[src/sov_pkg.sv]
// ----------------------------------------------------------------------------
// sov_pkg: shared types and constants
// Phase and status codes, result record and defaults for the extractor.
// ----------------------------------------------------------------------------
package sov_pkg;

  localparam int PATTERN_BYTES_DEF = 8;
  localparam int PATTERN_W         = 64;
  localparam int OFFSET_W          = 6;
  localparam int VALUE_W           = 32;
  localparam int STATUS_W          = 2;
  localparam int LEN_W             = 4;

  localparam logic [OFFSET_W-1:0] OFFSET_RESET = OFFSET_W'(19);

  // type-length byte: low nibble minus one gives the value length
  localparam logic [3:0] NIBBLE_MIN = 4'd2;
  localparam logic [3:0] NIBBLE_MAX = 4'd9;

  typedef enum logic [1:0] {
    PH_SEARCH  = 2'd0,
    PH_TYPE    = 2'd1,
    PH_COLLECT = 2'd2,
    PH_DONE    = 2'd3
  } phase_t;

  typedef enum logic [STATUS_W-1:0] {
    ST_OK        = 2'd0,
    ST_NOT_FOUND = 2'd1,
    ST_BAD_LEN   = 2'd2,
    ST_TRUNCATED = 2'd3
  } status_t;

  typedef enum logic [0:0] {
    REG_PATTERN = 1'b0,
    REG_OFFSET  = 1'b1
  } reg_idx_t;

  typedef struct packed {
    logic                 valid;
    logic [VALUE_W-1:0]   value;
    status_t              status;
  } result_t;

endpackage

[src/sov_match.sv]
// ----------------------------------------------------------------------------
// sov_match: pattern window
// Shifts payload bytes into a window while searching and flags a full match.
// ----------------------------------------------------------------------------
module sov_match
  import sov_pkg::*;
#(
  parameter int PATTERN_BYTES = PATTERN_BYTES_DEF
) (
  input  logic                 clk,
  input  logic                 rst,
  input  logic                 fire,
  input  logic                 clear,
  input  logic                 searching,
  input  logic [7:0]           data_byte,
  input  logic [PATTERN_W-1:0] pattern,
  output logic                 hit
);

  localparam int WIN_W  = 8 * PATTERN_BYTES;
  localparam int FILL_W = $clog2(PATTERN_BYTES + 1);
  localparam logic [FILL_W-1:0] FILL_FULL = FILL_W'(PATTERN_BYTES);

  logic [WIN_W-1:0]  window;
  logic [WIN_W-1:0]  window_next;
  logic [FILL_W-1:0] fill;
  logic [FILL_W-1:0] fill_next;

  always_comb begin
    if (WIN_W > 8) begin
      window_next = {window[WIN_W-9:0], data_byte} ;
    end else begin
      window_next = WIN_W'(data_byte);
    end
    fill_next = (fill == FILL_FULL) ? fill : fill + FILL_W'(1);
  end

  assign hit = searching && (fill_next == FILL_FULL) &&
               (window_next == pattern[WIN_W-1:0]);

  always_ff @(posedge clk) begin
    if (rst) begin
      fill <= '0;
    end else if (fire) begin
      if (clear) begin
        fill <= '0;
      end else if (searching) begin
        fill <= fill_next;
      end
    end
  end

  always_ff @(posedge clk) begin
    if (fire && searching) begin
      window <= window_next;
    end
  end

endmodule

[src/sov_decode.sv]
// ----------------------------------------------------------------------------
// sov_decode: value decoder
// Counts bytes from the match, reads the type-length byte and collects value.
// ----------------------------------------------------------------------------
module sov_decode
  import sov_pkg::*;
#(
  parameter int PATTERN_BYTES = PATTERN_BYTES_DEF
) (
  input  logic                clk,
  input  logic                rst,
  input  logic                fire,
  input  logic [7:0]          data_byte,
  input  logic                last_byte,
  input  logic                hit,
  input  logic [OFFSET_W-1:0] value_offset,
  output logic                searching,
  output phase_t              phase,
  output result_t             res
);

  localparam logic [OFFSET_W-1:0] MIN_OFF     = OFFSET_W'(PATTERN_BYTES + 1);
  localparam logic [OFFSET_W-1:0] COUNT_START = OFFSET_W'(PATTERN_BYTES - 1);

  phase_t              phase_next;
  logic [OFFSET_W-1:0] count;
  logic [OFFSET_W-1:0] count_next;
  logic [LEN_W-1:0]    len;
  logic [LEN_W-1:0]    len_next;
  logic [VALUE_W-1:0]  acc;
  logic [VALUE_W-1:0]  acc_next;
  logic [OFFSET_W-1:0] type_pos;
  logic [OFFSET_W-1:0] count_inc;
  logic [3:0]          nibble;

  assign searching = (phase == PH_SEARCH);
  assign type_pos  = ((value_offset < MIN_OFF) ? MIN_OFF : value_offset) - OFFSET_W'(1);
  assign count_inc = count + OFFSET_W'(1);
  assign nibble    = data_byte[3:0];

  always_comb begin
    phase_next = phase;
    count_next = count;
    len_next   = len;
    acc_next   = acc;
    res        = '{valid: 1'b0, value: '0, status: ST_OK};
    unique case (phase)
      PH_SEARCH: begin
        if (hit) begin
          phase_next = PH_TYPE;
          count_next = COUNT_START;
        end
      end
      PH_TYPE: begin
        count_next = count_inc;
        if (count_inc == type_pos) begin
          if (nibble < NIBBLE_MIN || nibble > NIBBLE_MAX) begin
            res.valid  = 1'b1;
            res.status = ST_BAD_LEN;
            phase_next = PH_DONE;
          end else begin
            len_next   = nibble - LEN_W'(1);
            acc_next   = '0;
            count_next = '0;
            phase_next = PH_COLLECT;
          end
        end
      end
      PH_COLLECT: begin
        acc_next   = {acc[VALUE_W-9:0], data_byte};
        count_next = count_inc;
        if (count_inc >= OFFSET_W'(len)) begin
          res.valid  = 1'b1;
          res.status = ST_OK;
          if (len == LEN_W'(1) && data_byte[7]) begin
            res.value = {{(VALUE_W-8){1'b1}}, data_byte};
          end else begin
            res.value = acc_next;
          end
          phase_next = PH_DONE;
        end
      end
      PH_DONE: begin
      end
      default: begin
      end
    endcase
    if (last_byte && !res.valid && phase_next != PH_DONE) begin
      res.valid  = 1'b1;
      res.value  = '0;
      res.status = (phase_next == PH_SEARCH) ? ST_NOT_FOUND : ST_TRUNCATED;
    end
  end

  always_ff @(posedge clk) begin
    if (rst) begin
      phase <= PH_SEARCH;
    end else if (fire) begin
      phase <= last_byte ? PH_SEARCH : phase_next;
    end
  end

  always_ff @(posedge clk) begin
    if (fire) begin
      count <= count_next;
      len   <= len_next;
      acc   <= acc_next;
    end
  end

endmodule

[src/sml_obis_value_extractor.sv]
// ----------------------------------------------------------------------------
// sml_obis_value_extractor: OBIS value extractor
// Finds an OBIS pattern in a byte stream and decodes the value that follows.
//
//   channel  | handshake          | beat
//   ---------+--------------------+------------------------------
//   in       | in_valid/in_stall  | data_byte, last_byte
//   out      | out_valid/out_stall| value, status
//   config   | APB, 64-bit data   | obis_pattern @0, value_offset @8
//
// One byte per cycle while in_stall is low; each byte is handled in the cycle it is
// accepted and a result sits in the output register the cycle after.
// At most one result per payload; a held result stalls input only while
// out_stall is high. Synchronous reset clears the parser to searching,
// pattern to zero and the offset to 19.
// ----------------------------------------------------------------------------
module sml_obis_value_extractor
  import sov_pkg::*;
#(
  parameter int PATTERN_BYTES = PATTERN_BYTES_DEF
) (
  input  logic                 clk,
  input  logic                 rst,
  input  logic                 in_valid,
  output logic                 in_stall,
  input  logic [7:0]           data_byte,
  input  logic                 last_byte,
  output logic                 out_valid,
  input  logic                 out_stall,
  output logic [VALUE_W-1:0]   value,
  output logic [STATUS_W-1:0]  status,
  input  logic                 psel,
  input  logic                 penable,
  input  logic                 pwrite,
  input  logic [3:0]           paddr,
  input  logic [PATTERN_W-1:0] pwdata,
  output logic [PATTERN_W-1:0] prdata,
  output logic                 pready
);

  logic [PATTERN_W-1:0] obis_pattern;
  logic [OFFSET_W-1:0]  value_offset;
  logic                 fire;
  logic                 hit;
  logic                 searching;
  phase_t               phase;
  result_t              res;
  reg_idx_t             reg_sel;

  assign pready   = 1'b1;
  assign reg_sel  = reg_idx_t'(paddr[3]);
  assign in_stall = out_valid && out_stall;
  assign fire     = in_valid && !in_stall;

  always_ff @(posedge clk) begin
    if (rst) begin
      obis_pattern <= '0;
      value_offset <= OFFSET_RESET;
    end else if (psel && penable && pwrite) begin
      unique case (reg_sel)
        REG_PATTERN: obis_pattern <= pwdata;
        REG_OFFSET:  value_offset <= pwdata[OFFSET_W-1:0];
        default: begin
        end
      endcase
    end
  end

  always_comb begin
    unique case (reg_sel)
      REG_PATTERN: prdata = obis_pattern;
      REG_OFFSET:  prdata = PATTERN_W'(value_offset);
      default:     prdata = '0;
    endcase
  end

  sov_match #(
    .PATTERN_BYTES(PATTERN_BYTES)
  ) u_match (
    .clk      (clk),
    .rst      (rst),
    .fire     (fire),
    .clear    (last_byte),
    .searching(searching),
    .data_byte(data_byte),
    .pattern  (obis_pattern),
    .hit      (hit)
  );

  sov_decode #(
    .PATTERN_BYTES(PATTERN_BYTES)
  ) u_decode (
    .clk         (clk),
    .rst         (rst),
    .fire        (fire),
    .data_byte   (data_byte),
    .last_byte   (last_byte),
    .hit         (hit),
    .value_offset(value_offset),
    .searching   (searching),
    .phase       (phase),
    .res         (res)
  );

  always_ff @(posedge clk) begin
    if (rst) begin
      out_valid <= 1'b0;
    end else if (fire && res.valid) begin
      out_valid <= 1'b1;
    end else if (!out_stall) begin
      out_valid <= 1'b0;
    end
  end

  always_ff @(posedge clk) begin
    if (fire && res.valid) begin
      value  <= res.value;
      status <= res.status;
    end
  end

  a_value_zero_on_error: assert property (@(posedge clk) disable iff (rst)
    out_valid && status != ST_OK |-> value == '0)
    else $error("nonzero value with error status");

  a_stall_needs_result: assert property (@(posedge clk) disable iff (rst)
    in_stall |-> out_valid)
    else $error("input stalled with empty output register");

  a_last_clears_phase: assert property (@(posedge clk) disable iff (rst)
    fire && last_byte |=> phase == PH_SEARCH)
    else $error("parser not back to searching after final byte");

  a_last_gives_result: assert property (@(posedge clk) disable iff (rst)
    fire && last_byte && phase != PH_DONE |=> out_valid)
    else $error("payload ended without a result");

endmodule

[config.mk]
export PLATFORM = sky130hd
export DESIGN_NAME = sml_obis_value_extractor
export DESIGN_NICKNAME = d
export VERILOG_FILES = /design/src/sov_pkg.sv /design/src/sov_match.sv /design/src/sov_decode.sv /design/src/sml_obis_value_extractor.sv
export SDC_FILE = /design/constraint.sdc
export NUM_CORES = 1
export LEC_CHECK = 0
export ABC_AREA = 0
export BUFFER_PORTS_ARGS = -buffer_cell sky130_fd_sc_hd__buf_2
export CAP_MARGIN = 20
export CORE_MARGIN = 2
export CORE_UTILIZATION = 35
export CTS_CLUSTER_DIAMETER = 200
export DETAILED_ROUTE_END_ITERATION = 8
export PLACE_DENSITY = 0.59
export SKIP_LAST_GASP = 1
export SYNTH_ARGS = -nofsm -noshare
export SYNTH_HDL_FRONTEND = slang
export SYNTH_SLANG_ARGS = --single-unit
[constraint.sdc]
create_clock -name clk -period 14.55 [get_ports clk]
set_input_delay 2.1825 -clock clk [delete_from_list [all_inputs] [get_ports clk]]
set_output_delay 2.1825 -clock clk [all_outputs]
set_load 0.05 [all_outputs]
# == After elaboration in Yosys (flattened, before gate mapping) ==
# Cells that the tools add are included.
# word_totals
reg_bits,201
output_inout_bits,101
word_cells,92
# classes
n_addsub,4
order_cmp,4
eq_ne,12
n_mux,31
bitwise,4
reduce_logical,26
# ops
op,count
64-bit case mux with 2 select lines,1
35-bit two-way mux,2
64-bit equality test,1
32-bit two-way mux,2
24-bit two-way mux,2
24-bit case mux with 2 select lines,1
6-bit two-way mux,4
6-bit case mux with 3 select lines,1
2-bit two-way mux,7
4-bit two-way mux,3
1-bit logical AND,11
4-bit equality test (second input constant),2
4-bit AND reduction,2
6-bit by 1-bit adder with 6-bit output (second input constant),1
6-bit equality test,1
6-bit by 4-bit greater-or-equal comparator with 1-bit output,1
6-bit by 4-bit less-than comparator with 1-bit output (second input constant),1
2-bit != test (second input constant),3
2-bit case mux with 3 select lines,1
2-bit AND reduction,3
6-bit by 1-bit subtractor with 6-bit output (second input constant),1
1-bit two-way mux,5
4-bit by 1-bit adder with 4-bit output (second input constant),1
4-bit by 1-bit equality test with 1-bit output (second input constant),1
16 further kinds,23

# == Longest topological paths before layout ==
# logic_depth
ltp_word,12
ltp_mapped,14
depth_no_buf,12

# == Modules after synthesis ==
# From an unflattened synthesis, not the netlist that was laid out.
# hier_totals
hier_cells,884
hier_area_um2,9925.8
# modules_own_cells
module,instances,cells_per_inst,area_per_inst_um2,seq_area_each_um2
sml_obis_value_extractor,1,415,4642.0,2442.3
sov_match,1,200,2753.9,1761.7
sov_decode,1,269,2529.9,1061.0

# == Least setup slack after synthesis ==
# Ideal clock, no wire load.
# synth_path
kind,input to output
start,in paddr[3]
end,out prdata[22]
t_arrival_ps,3470
required_time_ps,12367
slack_ps,8898
path_stages,4
path_buffers,3
cell_sequence,buf_1 -> clkbuf_1 -> clkbuf_1 -> nor2_1
# synth_via
elab_chain_len,2
# synth_rtl
element,line_no,text
from (decl),sml_obis_value_extractor.sv:35,"input logic [3:0] paddr,"
1-bit inverter (no source line),n/a,
64-bit case mux with 2 select lines (*),sml_obis_value_extractor.sv:70,unique case (reg_sel)
to (decl),sml_obis_value_extractor.sv:37,"output logic [PATTERN_W-1:0] prdata,"
# Mark *: on every way between the ends. The rest lies on a longest branch, timed or not.

# == Final worst setup path ==
# layout_path
start,in paddr[3]
end,out prdata[5]
# Same word-level chain as after synthesis.

==> results.toml <==
[outcome]
status = "finished clean"

[sta]
rsz0062_at_grt = "false"
slew_violations = 0
worst_slew_pin_slew_ps = 974
fin_crit_sh = 0.391
max_freq_mhz = 176
setup_violations = 0
finalSetupTns_ps = 0
relSlewSlack = 0.349
hold_viol = 0
skew_ps = 16.0
whs_ps = 464
min_period_ps = 5690

[clock_network]
clock_sinks = 201
ctsResizeCount = 0
cts_setup_buffers = 0
clockBufferDepth = 3
clk_latency_ps = 500
holdBufCountCts = 0
htreeDepth = 1
cts-root-buf = "clkbuf_16"
cts_tree = "built"
clk_pin_slew_ps = 60
numCtsBuffers = 23

[route]
firstDrtPassIters = 4
vias = 6646
drc_errors = 0
wirelength_um = 23400
drt-wirelength-per-cell_um = 17.1
ant_nets = 0
dr.first_iter.drc_count = 524
drt-vias-per-instance = 4.85

[yosys]
synth_top_area_frac = 0.412
ys_seq_area_frac = 0.583
postSynth.asyncResetShare = 0
synth_fp_nets = 955
synthTopCellsByArea = "edfxtp_1 41%, dfxtp_1 17%, nand2_1 6.0%"
yosys.area.top_type = "edfxtp_1"
synth_most_common_cell = "nand2_1"
syn_area_mm2 = 0.00903
synth_cells = 857
ys_types = 57
synth_warnings = 0
synth_flop_cell = "edfxtp_1"
ys_ff_latch = 201
synth.avg_cell_area_um2 = 10.5
synth_edf_count = 124
synth_common_cells = "144 x nand2_1, 124 x edfxtp_1, 77 x dfxtp_1"

[layout]
syn_to_final_growth_pct = 22.3
fin_nets = 1122
fillCellCount = 2496
final_area_mm2 = 0.0110
final_layout_size_suffix_gt1_frac = 0.232
final_util = 0.437
n_antenna_cell = 0

[worst_setup_path]
end_kind = "output port"
path_max_fanout = 67
slowest_stage = "buf_4"
crit_required_ps = 12370
rr_startpoint = "value_offset[3]"
cp_slowest_stage_delay_ps = 590
worstPathCellList = "buf_2 -> buf_4 -> mux2_2 -> buf_2"
crit_top_cell = "buf_2"
cp-startpoint = "paddr[3]"
crit_type = "input pin to output port"
worstPathArrival_ps = 3510
crit_path_start_kind = "input pin"

[placed_design]
placed_area_mm2 = 0.0102
place_congestion = 0.880
place_hpwl_um = 16400
io_buffers = 180

[floorplanning]
rows = 58
io_pins = 185
fp.dieW_um = 165
die_y_um = 165
core_mm2 = 0.0253
initial_utilization = 0.358
die_area_mm2 = 0.0271

[global_routing]
grt_max_degree = 79
grt_usage = 0.168
grt_pass1_wl_um = 34900
first_global_vias = 6234
antenna_found_initial = 0
grt-ovfl-total = 0

[pwr]
vdd_drop_max_uv = 97.7
p_leak_nw = 4.29
power_density_mw_per_mm2 = 122

[run]
cap_violations = 0

[min_path]
min_path_type = "flip-flop to flip-flop"
worstHoldStart = "obis_pattern[48]"
-- flip-flops by register name (all words and copies together), names as in the netlist --
name,count
u_decode.phase,2
value,32
u_decode.count,6
status,2
u_match.fill,4
u_decode.acc,24
obis_pattern,64
value_offset,6
u_match.window,56
out_valid,1
u_decode.len,4
-- stage by stage --
stage	instances	worst slack, ps	power (mW)
global route	1370	8780	1.39
finish	1370	8860	1.34
floorplan	857	8900	0.705
detailed placement	1329	8840	0.743
global placement	1329	8820	0.742
CTS	1370	8840	1.36
-- cell usage in the layout (no fill, tap or decap), types with 26 or more instances in the layout --
master / Yosys / routed
buf_2: 1 / 180
edfxtp_1: 124 / 124
a21oi_1: 76 / 76
nor2_1: 38 / 35
dfxtp_1: 77 / 77
nand2_1: 144 / 144
nor2b_1: 60 / 60
o21a_1: 26 / 26
xnor2_1: 33 / 33
inv_1: 36 / 36
and2_1: 33 / 33
-- routing by layer --
| metal | wire (um) | track usage | vias to the layer above |
|---|---|---|---|
| met4 | 571 | 0.0470 | 0 |
| met1 | 11400 | 0.241 | 3139 |
| met3 | 1170 | 0.0264 | 38 |
| li1 | - | - | 3270 |
| met5 | 0 | 0 | - |
| met2 | 10300 | 0.262 | 199 |
-- worst max-delay path: cells and delay by family --
kind | cells | cell delay, ps
mux | 1 | 420
buf+inv | 3 | 880
-- path summary, 6_finish.rpt --
check / cells past startpoint / slack [ps] / end
max: 4 / 8860 / prdata[5]
min: 2 / 460 / obis_pattern[48]
max reg2reg: 12 / 10480 / value[16]
min reg2reg: 2 / 460 / obis_pattern[48]
-- logic make-up (layout without fill, tap and decap cells) --
group           after synthesis  count (layout)  synth area share
simple gates                342             342             0.188
mux                          10              10            0.0119
compound gates              150             150             0.105
other cells                   1               1          0.000415
fa+ha+maj                    14              14            0.0194
buf+inv                      81             264            0.0367
flops                       201             201             0.583
xor+xnor                     58              58            0.0562
-- power by group --
group	switching [mW]	internal, mW
Clock	0.230	0.384
Combinational	0.0641	0.0286
Sequential	0.0140	0.623
Total	0.308	1.04
-- final cells by class --
class	count	area (um^2)	area share
clock buffer	27	601	0.0544
multi-input combinational	575	3480	0.315
inverter	36	135	0.0122
tap	330	413	0.0374
sequential	201	5270	0.477
clock inverter	14	201	0.0182
timing repair buffer	187	953	0.0863
No activity file was read; power rests on OpenSTA's default activity.
